**config.mk**
```make
export PLATFORM = sky130hd
export DESIGN_NAME = bresenham_line_stepper_core_flat
export DESIGN_NICKNAME = d
export VERILOG_FILES = /design/src/sv/bls_pkg.sv /design/src/sv/bls_ifs.sv /design/src/sv/bls_engine.sv /design/src/sv/bresenham_line_stepper_core.sv /design/src/flat_wrapper.sv
export SDC_FILE = /design/constraint.sdc
export NUM_CORES = 1
export LEC_CHECK = 0
export BUFFER_PORTS_ARGS = -buffer_cell sky130_fd_sc_hd__buf_2
export CAP_MARGIN = 20
export CORE_MARGIN = 2
export CORE_UTILIZATION = 50
export CTS_CLUSTER_SIZE = 28
export DETAILED_ROUTE_END_ITERATION = 10
export PLACE_DENSITY_LB_ADDON = 0.3
export SETUP_SLACK_MARGIN = 0.5
export SLEW_MARGIN = 15
export SYNTH_ARGS = -nofsm -noshare
export SYNTH_HDL_FRONTEND = slang
export SYNTH_SLANG_ARGS = --single-unit
export TNS_END_PERCENT = 100
```
**constraint.sdc**
```tcl
create_clock -name i_clk -period 26.1 [get_ports i_clk]
set_input_delay 3.915 -clock i_clk [delete_from_list [all_inputs] [get_ports i_clk]]
set_output_delay 3.915 -clock i_clk [all_outputs]
set_load 0.01 [all_outputs]
```
**src/sv/bls_pkg.sv**
```systemverilog
// Shared types and constants for the Bresenham line stepper.
`default_nettype none

package bls_pkg;

    localparam int COORD_BITS = 12;
    localparam int COLOR_BITS = 24;
    localparam int DEC_BITS   = COORD_BITS + 3;

    typedef logic [COORD_BITS-1:0]      t_coord;
    typedef logic [COLOR_BITS-1:0]      t_color;
    typedef logic signed [DEC_BITS-1:0] t_dec;

    typedef enum logic {
        MODE_LOAD = 1'b0,
        MODE_STEP = 1'b1
    } t_mode;

    typedef struct packed {
        t_mode  mode;
        t_coord x_start;
        t_coord y_start;
        t_coord x_end;
        t_coord y_end;
        t_color color;
    } t_cmd;

    typedef struct packed {
        t_coord pixel_x;
        t_coord pixel_y;
        t_color pixel_color;
        logic   last_pixel;
    } t_pixel;

endpackage

`default_nettype wire

```
**src/sv/bls_ifs.sv**
```systemverilog
// Valid/ready channel interfaces for command and pixel transactions.
`default_nettype none

interface bls_cmd_if;
    logic          valid;
    logic          ready;
    bls_pkg::t_cmd data;

    modport source (output valid, output data, input ready);
    modport sink (input valid, input data, output ready);
endinterface

interface bls_pix_if;
    logic            valid;
    logic            ready;
    bls_pkg::t_pixel data;

    modport source (output valid, output data, input ready);
    modport sink (input valid, input data, output ready);
endinterface

`default_nettype wire

```
**src/sv/bls_engine.sv**
```systemverilog
// Line state registers and the per-transaction load/step logic.
`default_nettype none

module bls_engine (
    input  wire logic            i_clk,
    input  wire logic            i_rst_n,
    input  wire logic            i_accept,
    input  wire bls_pkg::t_cmd   i_cmd,
    output logic                 o_res_valid,
    output bls_pkg::t_pixel      o_res
);

    logic            r_active, n_active;
    logic            r_steep, n_steep;
    logic            r_ydesc, n_ydesc;
    bls_pkg::t_coord r_cur_x, n_cur_x;
    bls_pkg::t_coord r_cur_y, n_cur_y;
    bls_pkg::t_coord r_major_end, n_major_end;
    bls_pkg::t_coord r_major_span, n_major_span;
    bls_pkg::t_coord r_minor_span, n_minor_span;
    bls_pkg::t_dec   r_decision, n_decision;
    bls_pkg::t_color r_color, n_color;

    // load path
    logic            swap;
    bls_pkg::t_coord ax, ay, bx, by;
    bls_pkg::t_coord dx, ady;
    logic            ld_ydesc, ld_steep;
    bls_pkg::t_coord ld_major, ld_minor, ld_major_end;
    bls_pkg::t_dec   ld_decision;

    always_comb begin
        swap     = i_cmd.x_end < i_cmd.x_start;
        ax       = swap ? i_cmd.x_end : i_cmd.x_start;
        ay       = swap ? i_cmd.y_end : i_cmd.y_start;
        bx       = swap ? i_cmd.x_start : i_cmd.x_end;
        by       = swap ? i_cmd.y_start : i_cmd.y_end;
        dx       = bx - ax;
        ld_ydesc = by < ay;
        ady      = ld_ydesc ? (ay - by) : (by - ay);
        ld_steep = !(dx > ady);
        ld_major     = ld_steep ? ady : dx;
        ld_minor     = ld_steep ? dx : ady;
        ld_major_end = ld_steep ? by : bx;
        ld_decision  = bls_pkg::t_dec'(ld_major) - (bls_pkg::t_dec'(ld_minor) <<< 1);
    end

    // step path
    logic            minor_step;
    bls_pkg::t_dec   dec_minor, dec_major;
    bls_pkg::t_coord x_inc, y_adv;
    bls_pkg::t_coord st_x, st_y, major_now;

    always_comb begin
        minor_step = r_decision[bls_pkg::DEC_BITS-1] || (r_decision == '0);
        dec_minor  = r_decision + ((bls_pkg::t_dec'(r_major_span)
                                    - bls_pkg::t_dec'(r_minor_span)) <<< 1);
        dec_major  = r_decision - (bls_pkg::t_dec'(r_minor_span) <<< 1);
        x_inc      = r_cur_x + bls_pkg::t_coord'(1);
        y_adv      = r_ydesc ? (r_cur_y - bls_pkg::t_coord'(1))
                             : (r_cur_y + bls_pkg::t_coord'(1));
        if (r_steep) begin
            st_x      = minor_step ? x_inc : r_cur_x;
            st_y      = y_adv;
            major_now = y_adv;
        end else begin
            st_x      = x_inc;
            st_y      = minor_step ? y_adv : r_cur_y;
            major_now = x_inc;
        end
    end

    always_comb begin
        n_active     = r_active;
        n_steep      = r_steep;
        n_ydesc      = r_ydesc;
        n_cur_x      = r_cur_x;
        n_cur_y      = r_cur_y;
        n_major_end  = r_major_end;
        n_major_span = r_major_span;
        n_minor_span = r_minor_span;
        n_decision   = r_decision;
        n_color      = r_color;
        o_res_valid  = 1'b0;
        o_res.pixel_x     = st_x;
        o_res.pixel_y     = st_y;
        o_res.pixel_color = r_color;
        o_res.last_pixel  = (major_now == r_major_end);
        if (i_accept) begin
            if (i_cmd.mode == bls_pkg::MODE_LOAD) begin
                n_active     = (ld_major != '0);
                n_steep      = ld_steep;
                n_ydesc      = ld_ydesc;
                n_cur_x      = ax;
                n_cur_y      = ay;
                n_major_end  = ld_major_end;
                n_major_span = ld_major;
                n_minor_span = ld_minor;
                n_decision   = ld_decision;
                n_color      = i_cmd.color;
            end else if (r_active) begin
                o_res_valid = 1'b1;
                n_cur_x     = st_x;
                n_cur_y     = st_y;
                n_decision  = minor_step ? dec_minor : dec_major;
                n_active    = (major_now != r_major_end);
            end
        end
    end

    always_ff @(posedge i_clk) begin
        if (!i_rst_n) begin
            r_active <= 1'b0;
            r_steep  <= 1'b0;
            r_ydesc  <= 1'b0;
        end else begin
            r_active <= n_active;
            r_steep  <= n_steep;
            r_ydesc  <= n_ydesc;
        end
    end

    always_ff @(posedge i_clk) begin
        r_cur_x      <= n_cur_x;
        r_cur_y      <= n_cur_y;
        r_major_end  <= n_major_end;
        r_major_span <= n_major_span;
        r_minor_span <= n_minor_span;
        r_decision   <= n_decision;
        r_color      <= n_color;
    end

endmodule

`default_nettype wire

```
**src/sv/bresenham_line_stepper_core.sv**
```systemverilog
// Top level: command intake and registered pixel output of the line stepper.
// Latency: a step transaction's pixel is valid on o_pix the cycle after acceptance.
// Throughput: one command transaction per cycle; it stalls only while a pixel waits.
// A load gives no pixel; a step while idle gives no pixel.
// Synchronous active-low reset returns the stepper to idle with an empty output.
`default_nettype none

module bresenham_line_stepper_core (
    input  wire logic  i_clk,
    input  wire logic  i_rst_n,
    bls_cmd_if.sink    i_cmd,
    bls_pix_if.source  o_pix
);

    logic            accept;
    logic            res_valid;
    bls_pkg::t_pixel res;
    logic            r_out_valid, n_out_valid;
    bls_pkg::t_pixel r_out;

    assign i_cmd.ready = !r_out_valid || o_pix.ready;
    assign accept      = i_cmd.valid && i_cmd.ready;

    bls_engine u_engine (
        .i_clk       (i_clk),
        .i_rst_n     (i_rst_n),
        .i_accept    (accept),
        .i_cmd       (i_cmd.data),
        .o_res_valid (res_valid),
        .o_res       (res)
    );

    always_comb begin
        priority if (accept && res_valid) begin
            n_out_valid = 1'b1;
        end else if (o_pix.ready) begin
            n_out_valid = 1'b0;
        end else begin
            n_out_valid = r_out_valid;
        end
    end

    always_ff @(posedge i_clk) begin
        if (!i_rst_n) begin
            r_out_valid <= 1'b0;
        end else begin
            r_out_valid <= n_out_valid;
        end
    end

    always_ff @(posedge i_clk) begin
        if (accept && res_valid) begin
            r_out <= res;
        end
    end

    assign o_pix.valid = r_out_valid;
    assign o_pix.data  = r_out;

endmodule

`default_nettype wire
```
**src/flat_wrapper.sv**
```systemverilog
// flat-port wrapper written by rule: the top's interface ports become plain ports
module bresenham_line_stepper_core_flat 
  (i_clk, i_rst_n, i_cmd_valid, i_cmd_data, i_cmd_ready, o_pix_valid, o_pix_data, o_pix_ready);
  bls_cmd_if i_cmd_i ();
  bls_pix_if o_pix_i ();
  input  wire logic i_clk;
  input  wire logic i_rst_n;
  input wire logic [$bits(i_cmd_i.valid)-1:0] i_cmd_valid;
  input wire logic [$bits(i_cmd_i.data)-1:0] i_cmd_data;
  output wire logic [$bits(i_cmd_i.ready)-1:0] i_cmd_ready;
  output wire logic [$bits(o_pix_i.valid)-1:0] o_pix_valid;
  output wire logic [$bits(o_pix_i.data)-1:0] o_pix_data;
  input wire logic [$bits(o_pix_i.ready)-1:0] o_pix_ready;
  assign i_cmd_i.valid = i_cmd_valid;
  assign i_cmd_i.data = i_cmd_data;
  assign i_cmd_ready = i_cmd_i.ready;
  assign o_pix_valid = o_pix_i.valid;
  assign o_pix_data = o_pix_i.data;
  assign o_pix_i.ready = o_pix_ready;
  bresenham_line_stepper_core u_core (.i_clk(i_clk), .i_rst_n(i_rst_n), .i_cmd(i_cmd_i), .o_pix(o_pix_i));
endmodule
```
==> results.cfg <==
[setup_path]
worstSetupEndpointType = register
critPathSlowestCell = and2_1
slowest_delay_ns = 0.68
path_max_fanout = 68
critPathKind = input port to register
startpoint_type = input port
worst_ep_arrival_time_ns = 12.80
cp.required_ns = 26.28

[sta]
fin_crit_ns = 12.61
relSlewSlack_pct = 30.9
final_hold_viol_count = 0
drv_slew = 0
clock_skew_ns = 0.0132
post-route-period-util_pct = 48.3
setup_viol = 0
tightest_slew_ns = 1.04
setup_tns_ns = 0
fmax_ghz = 0.0793
rsz0062_at_grt = no
hold_slack_ns = 0.418

[synth]
syn_area_per_cell_um2 = 8.95
syn-cell-area_um2 = 12300
yosys_warnings = 0
synth_ff_type = edfxtp_1
synthCells = 1372
yosysSeqAreaShare_pct = 36.8
synth_edf_count = 148
yosys_register_bits = 152
async_reset_ff_share_pct = 0
syn-num-nets = 1527
yosys.cell_types.count = 104

[power_and_ir_drop]
ir_drop_v = 0.000111
p_leak_nw = 5.57
power_density_nw_per_um2 = 106

[detailed_routing]
wire_per_inst_um = 18.9
drt_wl_total_mm = 34.2
via_per_inst = 5.99
dr.first_iter.drc_count = 1134
top_layer = met4
dr.pass1.iters = 8
dr_wl_met2_mm = 14.9
antenna_left = 0
met3_length_mm = 2.95
wl_met1_mm = 15.3
vias = 10800
drc = 0

[layout]
fill_cells = 2172
syn_to_final_growth_pct = 12.2
layout_commonest_cell = edfxtp_1
fin_cells = 1807
diodes = 0
layout_common_cells = edfxtp_1 (148), nand2_1 (146), nor2_1 (137)
final_nets = 1625
fin_util_pct = 56.8
seq_area_um2 = 4520
fin_area_um2 = 13800
drive_gt1_share_pct = 15.2
multi_input_area_um2 = 7190

[clock_network]
cts_buffers = 17
htree_levels = 4
ctsRootBufferMaster = clkbuf_16
cts_resized = 0
cts_tree = yes
postCtsHoldBufs = 0
clk_latency_ns = 0.43
cts.sinks = 152
cts.clk_slew.worst_paths_ns = 0.07
cts_setup_buffers = 0
clock_path_buffers = 2

[grt]
grt_overflow = 0
grt_use_total_pct = 26.7
grt_first_pass_wirelength_mm = 54.4
grt_max_degree = 69
grt_pass1_vias = 10100
antenna_found_initial = 1

[die]
io_pins = 128
die_x_um = 161
coreArea_um2 = 24200
dieArea_um2 = 25800
num_rows = 57
initial_core_util_pct = 50.6
dieHeight_um = 161

[placed_design]
placed_area_um2 = 13200
port_buffers = 127
hpwl_mm = 26.5
dp.cells = 1775
gp_congestion = 0.992

[job]
drv_cap = 0

[outcome]
run_status = finished clean

[min_path]
hold_path.class = register to register
==> stage by stage <==
step,total power (W),setup slack (ns)
global route,0.00157,12.73
floorplan,0.000996,13.16
global placement,0.00118,13.44
finish,0.00146,13.49
detailed placement,0.00120,13.18
CTS,0.00145,13.61
==> synthesized netlist by cell type (5+ instances only) <==
cell type  number  area share, %
edfxtp_1      148             36
nand2_1       146            4.5
nor2_1        138            4.2
a21oi_1       109            4.4
o21ai_0        95            3.9
inv_1          93            2.8
ha_1           74            7.5
xnor2_1        65            4.6
clkbuf_1       36            1.1
xor2_1         31            2.2
a21o_1         28            1.7
nand3_1        25            1.0
a31oi_1        20            1.0
nor2b_1        19           0.97
nor3_1         19           0.77
nand2b_1       18           0.92
a211oi_1       17            1.0
maj3_1         16            1.3
and3_1         13           0.66
o31ai_1        13           0.79
mux2i_1        12           0.98
or3_1          12           0.61
o21bai_1       11           0.67
buf_1          10           0.31
mux2_2         10           0.92
nor4_1         10           0.51
o21a_1         10           0.61
nand4_1         9           0.46
buf_2           8           0.33
o211ai_1        8           0.49
and2_1          7           0.36
or4_1           6           0.37
o22ai_1         5           0.25
==> report_power, final <==
group / total, W / switching, W / internal, W
Combinational: 0.000858 / 0.000515 / 0.000343
Clock: 0.000242 / 0.000106 / 0.000136
Sequential: 0.000359 / 0.0000252 / 0.000334
==> sequential cells by signal, summed over array words and instances, names as in the netlist <==
signal,flops
u_core.u_engine.r_active,1
u_core.u_engine.r_color,24
u_core.u_engine.r_major_end,12
u_core.u_engine.r_decision,15
u_core.u_engine.r_minor_span,12
u_core.o_pix.valid,1
u_core.u_engine.r_steep,1
u_core.o_pix.data,49
u_core.u_engine.r_cur_y,12
u_core.u_engine.r_major_span,12
u_core.u_engine.r_ydesc,1
u_core.u_engine.r_cur_x,12
==> final cells by class <==
type / instances / area share (%)
multi-input cells: 1066 / 52.2
flip-flops and latches: 152 / 32.9
repair buffers: 137 / 5.16
clock buffers: 18 / 3.12
well taps: 324 / 2.94
inverters: 96 / 2.62
clock inverters: 14 / 1.14
==> layer usage <==
layer / global-route usage (%) / up-vias
li1: - / 5209
met1: 37.7 / 5091
met2: 41.7 / 474
met3: 4.13 / 55
met4: 9.58 / 0
met5: 0 / -
==> path summary, 6_finish.rpt <==
path                         startpoint                        endpoint  slack (ns)  cells after the start
max                      i_cmd_data[69]  u_core.u_engine.r_decision[11]       13.49                     38
min          u_core.u_engine.r_color[0]            u_core.o_pix.data[1]        0.42                      0
max reg2reg     u_core.u_engine.r_ydesc        u_core.u_engine.r_active       21.46                     14
min reg2reg  u_core.u_engine.r_color[0]            u_core.o_pix.data[1]        0.42                      0
==> worst max-delay path, delay by kind of cell <==
kind | cells | cell delay, ns
buffers and inverters | 5 | 1.32
adders and majority gates | 3 | 1.12
xor gates and xnor gates | 1 | 0.41
AOI/OAI and AO/OA | 18 | 3.70
and+or+nand+nor | 11 | 2.31
==> kinds of logic after synthesis <==
kind of cell               count (synthesis)  share of synthesized area, %
AOI/OAI and AO/OA                        400                          22.1
xor gates and xnor gates                  98                          7.16
adders and majority gates                 96                          9.68
buffers and inverters                    154                          4.97
DFF                                      152                          36.8
muxes                                     22                          1.90
and+or+nand+nor                          450                          17.3
Note: power is estimated with default switching activity, not from simulation.
